$ cat src/rtl/rgs_pkg.sv
package rgs_pkg;

  localparam int LOG_DEPTH = 20;
  localparam int LOG_AW    = (LOG_DEPTH > 1) ? $clog2(LOG_DEPTH) : 1;
  localparam int AGE_W     = 5;
  localparam int IDX_W     = ((LOG_AW > AGE_W) ? LOG_AW : AGE_W) + 1;

  localparam int WEIGHT_W  = 12;
  localparam int TICKS_W   = 16;
  localparam int SEC_W     = 17;
  localparam int PRE_W     = 10;
  localparam int CNT_W     = 32;

  localparam int CFG_IDX_W  = 3;
  localparam int CFG_DATA_W = 16;

  localparam int MS_PER_SECOND   = 1000;
  localparam int SECONDS_PER_DAY = 24 * 3600;

  localparam logic [CFG_IDX_W-1:0] CFG_WEIGHT_LOW    = 3'd0;
  localparam logic [CFG_IDX_W-1:0] CFG_WEIGHT_HIGH   = 3'd1;
  localparam logic [CFG_IDX_W-1:0] CFG_FORWARD_TICKS = 3'd2;
  localparam logic [CFG_IDX_W-1:0] CFG_REVERSE_TICKS = 3'd3;
  localparam logic [CFG_IDX_W-1:0] CFG_REPORT_TICKS  = 3'd4;

  localparam logic [1:0] DISP_OFF     = 2'd0;
  localparam logic [1:0] DISP_WAITING = 2'd1;
  localparam logic [1:0] DISP_REPORT  = 2'd2;

  typedef enum logic [1:0] {
    OP_TICK    = 2'd0,
    OP_PRODUCT = 2'd1,
    OP_TOGGLE  = 2'd2,
    OP_READ    = 2'd3
  } op_t;

  typedef enum logic [1:0] {
    RES_NONE   = 2'd0,
    RES_PASS   = 2'd1,
    RES_REJECT = 2'd2
  } result_t;

  typedef enum logic [2:0] {
    GATE_IDLE = 3'b001,
    GATE_FWD  = 3'b010,
    GATE_REV  = 3'b100
  } gate_t;

  typedef enum logic [2:0] {
    VIEW_OFF     = 3'b001,
    VIEW_WAITING = 3'b010,
    VIEW_REPORT  = 3'b100
  } view_t;

  typedef struct packed {
    logic [TICKS_W-1:0] forward_ticks;
    logic [TICKS_W-1:0] reverse_ticks;
    logic [TICKS_W-1:0] report_ticks;
  } cfg_t;

  typedef struct packed {
    op_t              op;
    logic             pass;
    logic [AGE_W-1:0] age;
  } qitem_t;

  typedef struct packed {
    logic [SEC_W-1:0] entry_time;
    logic             entry_passed;
    logic             entry_valid;
    logic [1:0]       last_result;
    logic [CNT_W-1:0] rejected_products;
    logic [CNT_W-1:0] passed_products;
    logic [CNT_W-1:0] total_products;
    logic [1:0]       display_mode;
    logic             gate_reverse;
    logic             gate_forward;
    logic             lamp_reject;
    logic             lamp_pass;
  } result_item_t;

  localparam int OUT_BITS   = $bits(result_item_t);
  localparam int OUT_DATA_W = ((OUT_BITS + 7) / 8) * 8;
  localparam int IN_BITS    = WEIGHT_W + AGE_W;
  localparam int IN_DATA_W  = ((IN_BITS + 7) / 8) * 8;

endpackage

$ cat src/rtl/rgs_front.sv
module rgs_front (
  input  logic                              clk,
  input  logic                              rst_n,
  input  logic                              in_tvalid,
  output logic                              in_tready,
  input  logic [rgs_pkg::IN_DATA_W-1:0]     in_tdata,
  input  logic [1:0]                        in_tuser,
  input  logic                              cfg_valid,
  output logic                              cfg_ready,
  input  logic [rgs_pkg::CFG_IDX_W-1:0]     cfg_index,
  input  logic [rgs_pkg::CFG_DATA_W-1:0]    cfg_data,
  output logic                              q_push,
  input  logic                              q_full,
  output rgs_pkg::qitem_t                   q_item,
  output rgs_pkg::cfg_t                     cfg
);

  logic [rgs_pkg::WEIGHT_W-1:0] weight_low_r, weight_high_r;
  logic [rgs_pkg::TICKS_W-1:0]  forward_r, reverse_r, report_r;
  logic [rgs_pkg::WEIGHT_W-1:0] weight;
  logic                         cfg_we;

  assign cfg_ready = rst_n;
  assign cfg_we    = cfg_valid & cfg_ready;

  always_ff @(posedge clk) begin
    if (!rst_n) begin
      weight_low_r  <= 12'd100;
      weight_high_r <= 12'd3000;
      forward_r     <= 16'd500;
      reverse_r     <= 16'd800;
      report_r      <= 16'd2000;
    end else if (cfg_we) begin
      unique case (cfg_index)
        rgs_pkg::CFG_WEIGHT_LOW:    weight_low_r  <= cfg_data[rgs_pkg::WEIGHT_W-1:0];
        rgs_pkg::CFG_WEIGHT_HIGH:   weight_high_r <= cfg_data[rgs_pkg::WEIGHT_W-1:0];
        rgs_pkg::CFG_FORWARD_TICKS: forward_r     <= cfg_data;
        rgs_pkg::CFG_REVERSE_TICKS: reverse_r     <= cfg_data;
        rgs_pkg::CFG_REPORT_TICKS:  report_r      <= cfg_data;
        default: ;
      endcase
    end
  end

  assign weight    = in_tdata[rgs_pkg::WEIGHT_W-1:0];
  assign in_tready = rst_n & ~q_full;
  assign q_push    = in_tvalid & in_tready;

  always_comb begin
    q_item.op   = rgs_pkg::op_t'(in_tuser);
    q_item.pass = (weight >= weight_low_r) && (weight <= weight_high_r);
    q_item.age  = in_tdata[rgs_pkg::WEIGHT_W +: rgs_pkg::AGE_W];
  end

  assign cfg.forward_ticks = forward_r;
  assign cfg.reverse_ticks = reverse_r;
  assign cfg.report_ticks  = report_r;

endmodule

$ cat src/rtl/rgs_queue.sv
module rgs_queue (
  input  logic            clk,
  input  logic            rst_n,
  input  logic            push,
  input  rgs_pkg::qitem_t push_item,
  output logic            full,
  input  logic            pop,
  output logic            not_empty,
  output rgs_pkg::qitem_t head
);

  rgs_pkg::qitem_t slot_r [2];
  logic            wr_ptr_r, rd_ptr_r;
  logic [1:0]      count_r;
  logic            do_pop;

  assign full      = (count_r == 2'd2);
  assign not_empty = (count_r != 2'd0);
  assign do_pop    = pop & not_empty;
  assign head      = slot_r[rd_ptr_r];

  always_ff @(posedge clk) begin
    if (push) slot_r[wr_ptr_r] <= push_item;
  end

  always_ff @(posedge clk) begin
    if (!rst_n) begin
      wr_ptr_r <= 1'b0;
      rd_ptr_r <= 1'b0;
      count_r  <= 2'd0;
    end else begin
      if (push)   wr_ptr_r <= ~wr_ptr_r;
      if (do_pop) rd_ptr_r <= ~rd_ptr_r;
      count_r <= count_r + {1'b0, push} - {1'b0, do_pop};
    end
  end

endmodule

$ cat src/rtl/rgs_back.sv
module rgs_back (
  input  logic                           clk,
  input  logic                           rst_n,
  input  logic                           q_not_empty,
  input  rgs_pkg::qitem_t                q_head,
  output logic                           q_pop,
  input  rgs_pkg::cfg_t                  cfg,
  output logic                           out_tvalid,
  input  logic                           out_tready,
  output logic [rgs_pkg::OUT_DATA_W-1:0] out_tdata
);

  localparam int LA = rgs_pkg::LOG_AW;
  localparam int IW = rgs_pkg::IDX_W;

  logic [rgs_pkg::PRE_W-1:0]   pre_r, pre_nxt;
  logic [rgs_pkg::SEC_W-1:0]   sec_r, sec_nxt;
  logic                        powered_r, powered_nxt;
  logic [rgs_pkg::CNT_W-1:0]   total_r, total_nxt;
  logic [rgs_pkg::CNT_W-1:0]   npass_r, npass_nxt;
  logic [rgs_pkg::CNT_W-1:0]   nrej_r, nrej_nxt;
  rgs_pkg::result_t            last_r, last_nxt;
  rgs_pkg::gate_t              gate_r, gate_nxt;
  logic [rgs_pkg::TICKS_W-1:0] gate_tmr_r, gate_tmr_nxt;
  rgs_pkg::view_t              view_r, view_nxt;
  logic [rgs_pkg::TICKS_W-1:0] rep_tmr_r, rep_tmr_nxt;
  logic [rgs_pkg::LOG_DEPTH-1:0] log_valid_r, log_valid_nxt;
  logic [LA-1:0]               slot_r, slot_nxt;
  logic [rgs_pkg::SEC_W:0]     log_data_r [rgs_pkg::LOG_DEPTH];
  logic                        log_we;

  logic                        out_valid_r;
  rgs_pkg::result_item_t       out_r, out_nxt;

  logic                        fire;
  logic [rgs_pkg::TICKS_W-1:0] gate_inc, rep_inc;
  logic [IW-1:0]               rd_sum;
  logic [LA-1:0]               rd_idx;
  logic                        e_valid, e_passed;
  logic [rgs_pkg::SEC_W-1:0]   e_time;

  assign q_pop = ~out_valid_r | out_tready;
  assign fire  = q_not_empty & q_pop;

  assign gate_inc = gate_tmr_r + 16'd1;
  assign rep_inc  = rep_tmr_r + 16'd1;

  always_comb begin
    rd_sum = IW'(slot_r) + IW'(q_head.age);
    if (rd_sum >= IW'(rgs_pkg::LOG_DEPTH)) rd_sum = rd_sum - IW'(rgs_pkg::LOG_DEPTH);
  end
  assign rd_idx = rd_sum[LA-1:0];

  always_comb begin
    pre_nxt       = pre_r;
    sec_nxt       = sec_r;
    powered_nxt   = powered_r;
    total_nxt     = total_r;
    npass_nxt     = npass_r;
    nrej_nxt      = nrej_r;
    last_nxt      = last_r;
    gate_nxt      = gate_r;
    gate_tmr_nxt  = gate_tmr_r;
    view_nxt      = view_r;
    rep_tmr_nxt   = rep_tmr_r;
    log_valid_nxt = log_valid_r;
    slot_nxt      = slot_r;
    log_we        = 1'b0;
    e_valid       = 1'b0;
    e_passed      = 1'b0;
    e_time        = '0;
    if (fire) begin
      unique case (q_head.op)
        rgs_pkg::OP_TICK: begin
          if (pre_r == rgs_pkg::PRE_W'(rgs_pkg::MS_PER_SECOND - 1)) begin
            pre_nxt = '0;
            if (sec_r == rgs_pkg::SEC_W'(rgs_pkg::SECONDS_PER_DAY - 1)) sec_nxt = '0;
            else sec_nxt = sec_r + 17'd1;
          end else begin
            pre_nxt = pre_r + 10'd1;
          end
          unique case (gate_r)
            rgs_pkg::GATE_FWD: begin
              gate_tmr_nxt = gate_inc;
              if (gate_inc >= cfg.forward_ticks) begin
                gate_nxt     = rgs_pkg::GATE_REV;
                gate_tmr_nxt = '0;
              end
            end
            rgs_pkg::GATE_REV: begin
              gate_tmr_nxt = gate_inc;
              if (gate_inc >= cfg.reverse_ticks) begin
                gate_nxt     = rgs_pkg::GATE_IDLE;
                gate_tmr_nxt = '0;
              end
            end
            default: ;
          endcase
          if (view_r == rgs_pkg::VIEW_REPORT) begin
            rep_tmr_nxt = rep_inc;
            if (rep_inc >= cfg.report_ticks) begin
              view_nxt    = rgs_pkg::VIEW_WAITING;
              rep_tmr_nxt = '0;
            end
          end
        end
        rgs_pkg::OP_PRODUCT: begin
          if (powered_r) begin
            total_nxt = total_r + 32'd1;
            if (q_head.pass) begin
              npass_nxt = npass_r + 32'd1;
              last_nxt  = rgs_pkg::RES_PASS;
            end else begin
              nrej_nxt     = nrej_r + 32'd1;
              last_nxt     = rgs_pkg::RES_REJECT;
              gate_nxt     = rgs_pkg::GATE_FWD;
              gate_tmr_nxt = '0;
            end
            log_we                = 1'b1;
            log_valid_nxt[slot_r] = 1'b1;
            slot_nxt = (slot_r == LA'(rgs_pkg::LOG_DEPTH - 1)) ? '0 : slot_r + LA'(1);
            view_nxt    = rgs_pkg::VIEW_REPORT;
            rep_tmr_nxt = '0;
          end
        end
        rgs_pkg::OP_TOGGLE: begin
          powered_nxt   = ~powered_r;
          total_nxt     = '0;
          npass_nxt     = '0;
          nrej_nxt      = '0;
          last_nxt      = rgs_pkg::RES_NONE;
          gate_nxt      = rgs_pkg::GATE_IDLE;
          gate_tmr_nxt  = '0;
          rep_tmr_nxt   = '0;
          log_valid_nxt = '0;
          slot_nxt      = '0;
          view_nxt      = powered_r ? rgs_pkg::VIEW_OFF : rgs_pkg::VIEW_WAITING;
        end
        rgs_pkg::OP_READ: begin
          if (IW'(q_head.age) < IW'(rgs_pkg::LOG_DEPTH) && log_valid_r[rd_idx]) begin
            e_valid  = 1'b1;
            e_passed = log_data_r[rd_idx][rgs_pkg::SEC_W];
            e_time   = log_data_r[rd_idx][rgs_pkg::SEC_W-1:0];
          end
        end
      endcase
    end
  end

  always_comb begin
    out_nxt.lamp_pass   = (view_nxt == rgs_pkg::VIEW_REPORT) && (last_nxt == rgs_pkg::RES_PASS);
    out_nxt.lamp_reject = (view_nxt == rgs_pkg::VIEW_REPORT) &&
                          (last_nxt == rgs_pkg::RES_REJECT);
    out_nxt.gate_forward = (gate_nxt == rgs_pkg::GATE_FWD);
    out_nxt.gate_reverse = (gate_nxt == rgs_pkg::GATE_REV);
    unique case (view_nxt)
      rgs_pkg::VIEW_WAITING: out_nxt.display_mode = rgs_pkg::DISP_WAITING;
      rgs_pkg::VIEW_REPORT:  out_nxt.display_mode = rgs_pkg::DISP_REPORT;
      default:               out_nxt.display_mode = rgs_pkg::DISP_OFF;
    endcase
    out_nxt.total_products    = total_nxt;
    out_nxt.passed_products   = npass_nxt;
    out_nxt.rejected_products = nrej_nxt;
    out_nxt.last_result       = last_nxt;
    out_nxt.entry_valid       = e_valid;
    out_nxt.entry_passed      = e_passed;
    out_nxt.entry_time        = e_time;
  end

  always_ff @(posedge clk) begin
    if (log_we) log_data_r[slot_r] <= {q_head.pass, sec_r};
    if (fire)   out_r <= out_nxt;
  end

  always_ff @(posedge clk) begin
    if (!rst_n) begin
      pre_r       <= '0;
      sec_r       <= '0;
      powered_r   <= 1'b0;
      total_r     <= '0;
      npass_r     <= '0;
      nrej_r      <= '0;
      last_r      <= rgs_pkg::RES_NONE;
      gate_r      <= rgs_pkg::GATE_IDLE;
      gate_tmr_r  <= '0;
      view_r      <= rgs_pkg::VIEW_OFF;
      rep_tmr_r   <= '0;
      log_valid_r <= '0;
      slot_r      <= '0;
      out_valid_r <= 1'b0;
    end else begin
      pre_r       <= pre_nxt;
      sec_r       <= sec_nxt;
      powered_r   <= powered_nxt;
      total_r     <= total_nxt;
      npass_r     <= npass_nxt;
      nrej_r      <= nrej_nxt;
      last_r      <= last_nxt;
      gate_r      <= gate_nxt;
      gate_tmr_r  <= gate_tmr_nxt;
      view_r      <= view_nxt;
      rep_tmr_r   <= rep_tmr_nxt;
      log_valid_r <= log_valid_nxt;
      slot_r      <= slot_nxt;
      if (fire)            out_valid_r <= 1'b1;
      else if (out_tready) out_valid_r <= 1'b0;
    end
  end

  assign out_tvalid = out_valid_r;
  assign out_tdata  = {(rgs_pkg::OUT_DATA_W - rgs_pkg::OUT_BITS)'(0), out_r};

endmodule

$ cat src/rtl/reject_gate_sequencer_top.sv
// channel | dir | handshake          | payload
// in_     | in  | in_tvalid/tready   | tuser: func; tdata: weight_sample, entry_age
// out_    | out | out_tvalid/tready  | tdata: lamps, gate, display, counters, entry
// cfg_    | in  | cfg_valid/ready    | cfg_index, cfg_data
// One item per cycle sustained while out_tready stays high; an accepted item is first
// written into the queue and then registered at the output by the back stage.
// Each item updates state in the single back stage.
// Synchronous active-low reset; log valid bits clear at once, no clearing pass.
// Two-entry queue decouples in_tready from out_tready; in_tready and cfg_ready low in reset.
module reject_gate_sequencer_top (
  input  logic                           clk,
  input  logic                           rst_n,
  input  logic                           in_tvalid,
  output logic                           in_tready,
  // [11:0] weight_sample, [16:12] entry_age, rest zero
  input  logic [rgs_pkg::IN_DATA_W-1:0]  in_tdata,
  // [1:0] func
  input  logic [1:0]                     in_tuser,
  output logic                           out_tvalid,
  input  logic                           out_tready,
  // [0] lamp_pass, [1] lamp_reject, [2] gate_forward, [3] gate_reverse,
  // [5:4] display_mode, [37:6] total_products, [69:38] passed_products,
  // [101:70] rejected_products, [103:102] last_result, [104] entry_valid,
  // [105] entry_passed, [122:106] entry_time, rest zero
  output logic [rgs_pkg::OUT_DATA_W-1:0] out_tdata,
  input  logic                           cfg_valid,
  output logic                           cfg_ready,
  input  logic [rgs_pkg::CFG_IDX_W-1:0]  cfg_index,
  input  logic [rgs_pkg::CFG_DATA_W-1:0] cfg_data
);

  logic            q_push, q_full, q_pop, q_not_empty;
  rgs_pkg::qitem_t q_item, q_head;
  rgs_pkg::cfg_t   cfg;

  rgs_front u_front (
    .clk       (clk),
    .rst_n     (rst_n),
    .in_tvalid (in_tvalid),
    .in_tready (in_tready),
    .in_tdata  (in_tdata),
    .in_tuser  (in_tuser),
    .cfg_valid (cfg_valid),
    .cfg_ready (cfg_ready),
    .cfg_index (cfg_index),
    .cfg_data  (cfg_data),
    .q_push    (q_push),
    .q_full    (q_full),
    .q_item    (q_item),
    .cfg       (cfg)
  );

  rgs_queue u_queue (
    .clk       (clk),
    .rst_n     (rst_n),
    .push      (q_push),
    .push_item (q_item),
    .full      (q_full),
    .pop       (q_pop),
    .not_empty (q_not_empty),
    .head      (q_head)
  );

  rgs_back u_back (
    .clk         (clk),
    .rst_n       (rst_n),
    .q_not_empty (q_not_empty),
    .q_head      (q_head),
    .q_pop       (q_pop),
    .cfg         (cfg),
    .out_tvalid  (out_tvalid),
    .out_tready  (out_tready),
    .out_tdata   (out_tdata)
  );

endmodule
$ cat config.mk
export PLATFORM = sky130hd
export DESIGN_NAME = reject_gate_sequencer_top
export DESIGN_NICKNAME = d
export VERILOG_FILES = /design/src/rtl/rgs_pkg.sv /design/src/rtl/rgs_front.sv /design/src/rtl/rgs_queue.sv /design/src/rtl/rgs_back.sv /design/src/rtl/reject_gate_sequencer_top.sv
export SDC_FILE = /design/constraint.sdc
export NUM_CORES = 1
export LEC_CHECK = 0
export ABC_AREA = 0
export BUFFER_PORTS_ARGS = -buffer_cell sky130_fd_sc_hd__buf_4
export CAP_MARGIN = 25
export CORE_MARGIN = 2
export CORE_UTILIZATION = 55
export DETAILED_ROUTE_END_ITERATION = 12
export GPL_ROUTABILITY_DRIVEN = 1
export GPL_TIMING_DRIVEN = 0
export HOLD_SLACK_MARGIN = 0.05
export PLACE_DENSITY = 0.73
export SETUP_SLACK_MARGIN = 0.5
export SLEW_MARGIN = 20
export SYNTH_ARGS = -nofsm -noshare
export SYNTH_HDL_FRONTEND = slang
export SYNTH_SLANG_ARGS = --single-unit
export TNS_END_PERCENT = 30
$ cat constraint.sdc
create_clock -name clk -period 20.9 [get_ports clk]
set_clock_uncertainty 0.1 [all_clocks]
set_input_delay 4.18 -clock clk [delete_from_list [all_inputs] [get_ports clk]]
set_output_delay 4.18 -clock clk [all_outputs]
set_load 0.01 [all_outputs]
==> impl_metrics.yaml <==
power_and_ir_drop:
  ir_drop_mv: 0.07767
  power.switching_mw: 1.173
  p_int_mw: 2.936
  clkPwrFrac: 0.340
  p_total_mw: 4.109
  power.leakage_nw: 13.38
  pwr-share-seq: 0.427
  combinationalPowerShare: 0.233
  p_sw_frac: 0.2855
  power.density_mw_per_mm2: 109.9
logic_synthesis:
  yosysWarnings: 0
  synth_seq_cells: 766
  ys_types: 68
  synth-edff-count: 499
  syn_area_sq_mm: 0.03225
  syn_avg_cell_area_sq_um: 12.96
  seq_area_frac_synth: 0.6305
  synth-main-ff-cell: "edfxtp_1"
  syn-instance-count: 2489
  async_flop_share: 0
floorplan:
  initial_core_util: 0.5578
  die_area_sq_mm: 0.06058
  core_sq_mm: 0.05781
  rows: 88
  die_w_microns: 246.1
  die_height_microns: 246.1
  io_pins: 181
min_path:
  hold_path.class: "reg -> reg"
clock_network:
  cts.sinks: 766
  clockBufferDepth: 3
  postCtsSetupRepairBufs: 0
  h-tree-depth: 3
  path_clk_slew_ps: 60
  worstSkewPairLatency_ps: 620
  numCtsBuffers: 78
  ctsResizeCount: 0
  root_buffer: "clkbuf_16"
  cts_hold_buf: 0
  cts_tree: "done"
detailed_routing:
  vias_per_cell: 5.751
  ant_nets: 0
  drtIter0Drc: 1383
  firstDrtPassIters: 5
  wl_per_cell_microns: 20.79
  wl_microns: 74540
  vias: 20620
  drc_errors: 0
cells_and_area:
  final_common_cell: "edfxtp_1"
  area.sequential_sq_mm: 0.02033
  multi_input_area_sq_mm: 0.01122
  nets: 2903
  final_cell_mix: "499 x edfxtp_1, 267 x dfxtp_1, 258 x nor2_1"
  fillers: 4179
  syn_to_final_growth_pct: 15.95
  drive_gt1_frac: 0.1613
setup_path:
  critPathRequiredTime_ps: 16620
  arrival_ps: 5740
  worstSetupPathType: "in -> out"
  cp-start-kind: "input pin"
  cp-end-kind: "output port"
  crit_fanout: 10
sta:
  setup_violations: 0
  setup_tns_ps: 0
  tightest_slew_ps: 1048
  post-route-period-util: 0.4794
  maxSlewHeadroom: 0.2815
  rsz0062_at_grt: "no"
  hold_viol_final: 0
  slew_viol_final: 0
  timing.fmax_ghz: 0.09981
  period_needed_ps: 10020
grt:
  grt_usage: 0.2452
  grt_max_degree: 91
  grt_pass1_vias: 21040
  antenna_found_initial: 1
  gr-total-overflow: 0
  grt_pass1_wl_microns: 114500
placed_design:
  gp_congestion: 0.8585
  dpl.hpwl_microns: 50800
  place.port_buffers: 168
outcome:
  status: "completed"
run:
  max_cap_viol_count: 0
[logic make-up after synthesis]
family                   after synthesis  share of synthesized area
AND/OR/NAND/NOR                      836                     0.1242
flip-flops                           766                     0.6305
AO/OA/AOI/OAI                        304                    0.06305
buffers and inverters                205                    0.02557
XOR/XNOR                             144                    0.03911
multiplexers                         136                    0.07966
adder cells (fa/ha/maj)               97                    0.03787
other                                  1                  0.0001163
[through the flow]
| stage | area [sq um] | util | worst slack (ps) | std cells | hold slack [ps] |
|---|---|---|---|---|---|
| 2_1_floorplan | 32260 | - | 11450 | 2493 | 331.5 |
| 3_3_place_gp | 34480 | 0.5965 | 8605 | 3426 | 343.0 |
| 3_5_place_dp | 34750 | 0.6012 | 10900 | 3437 | 352.9 |
| 4_1_cts | 37320 | 0.6457 | 10900 | 3581 | 363.1 |
| 5_1_grt | 37390 | 0.6468 | 10870 | 3585 | 382.3 |
| 6_report | 37390 | 0.6468 | 10880 | 3586 | 360.1 |
[registers in the layout, summed over array words and instances (netlist names), 2 cells and up, named ones only]
register,count
u_queue.slot_r,16
u_back.npass_r,32
u_back.total_r,32
u_back.last_r,2
u_back.pre_r,10
u_back.log_data_r,360
u_front.reverse_r,16
u_back.log_valid_r,20
u_back.rep_tmr_r,16
u_back.gate_r,3
u_back.view_r,3
u_front.weight_high_r,12
u_front.forward_r,16
u_back.sec_r,17
u_back.slot_r,5
u_front.report_r,16
u_back.nrej_r,32
u_queue.count_r,2
u_front.weight_low_r,12
u_back.gate_tmr_r,16
u_back.out_tdata,123
[power groups by stage]
stage                     combinational, mW  sequential (mW)  clock [mW]
after floorplan                       0.563             1.82           0
after global placement                0.919             1.80           0
after detailed placement              0.949             1.79           0
after CTS                             0.958             1.76        1.41
after global routing                   1.03             1.76        1.47
final                                 0.959             1.75        1.40
[metal layers]
| metal | vias to the layer above | GRT usage | part of all wire |
|---|---|---|---|
| met3 | 110 | 0.03704 | 0.058 |
| met2 | 628 | 0.4316 | 0.52 |
| met1 | 10280 | 0.3114 | 0.41 |
| li1 | 9605 | - | - |
| met5 | - | 0 | 0 |
| met4 | 0 | 0.07790 | 0.021 |
[synthesized netlist by cell type (35+ instances only)]
cell type | instances | area (sq um)
edfxtp_1 | 499 | 14980
nor2_1 | 278 | 1044
dfxtp_1 | 267 | 5345
nand2_1 | 209 | 784.5
inv_1 | 98 | 367.9
ha_1 | 96 | 1201
and2_1 | 95 | 594.3
mux4_2 | 95 | 2140
xor2_1 | 88 | 770.7
clkbuf_1 | 77 | 289.0
o21ai_0 | 63 | 315.3
a21oi_1 | 61 | 305.3
nand3_1 | 57 | 285.3
xnor2_1 | 56 | 490.5
a21boi_0 | 38 | 285.3
nand4_1 | 37 | 231.5
mux2i_1 | 35 | 350.3
[path summary, 6_finish.rpt]
path,start,to,slack [ps],cells after the start
worst min register to register,u_front.report_r[11]$_SDFFE_PN0P_,u_front.report_r[11]$_SDFFE_PN0P_,360,2
worst max register to register,register,u_back.out_tdata[116]$_SDFFCE_PN0P_,15130,16
worst max-delay path,rst_n,in_tready,10880,4
worst min-delay path,u_front.report_r[11]$_SDFFE_PN0P_,u_front.report_r[11]$_SDFFE_PN0P_,360,2
[final cells by class]
cell class              instances  area share
multi-input cells            1522      0.3001
diodes                          1  0.00006693
flip-flops and latches        766      0.5437
clock inverters                41     0.01131
clock buffers                 103     0.05743
repair buffers                183     0.03942
plain buffers                 106     0.01215
well taps                     765     0.02560
inverters                      99     0.01014
[critical path: stages]
cell	delay, ps
buf_4	130
clkbuf_1	560
a21boi_0	630
buf_4	240
Note: power is estimated with default switching activity, not from simulation.
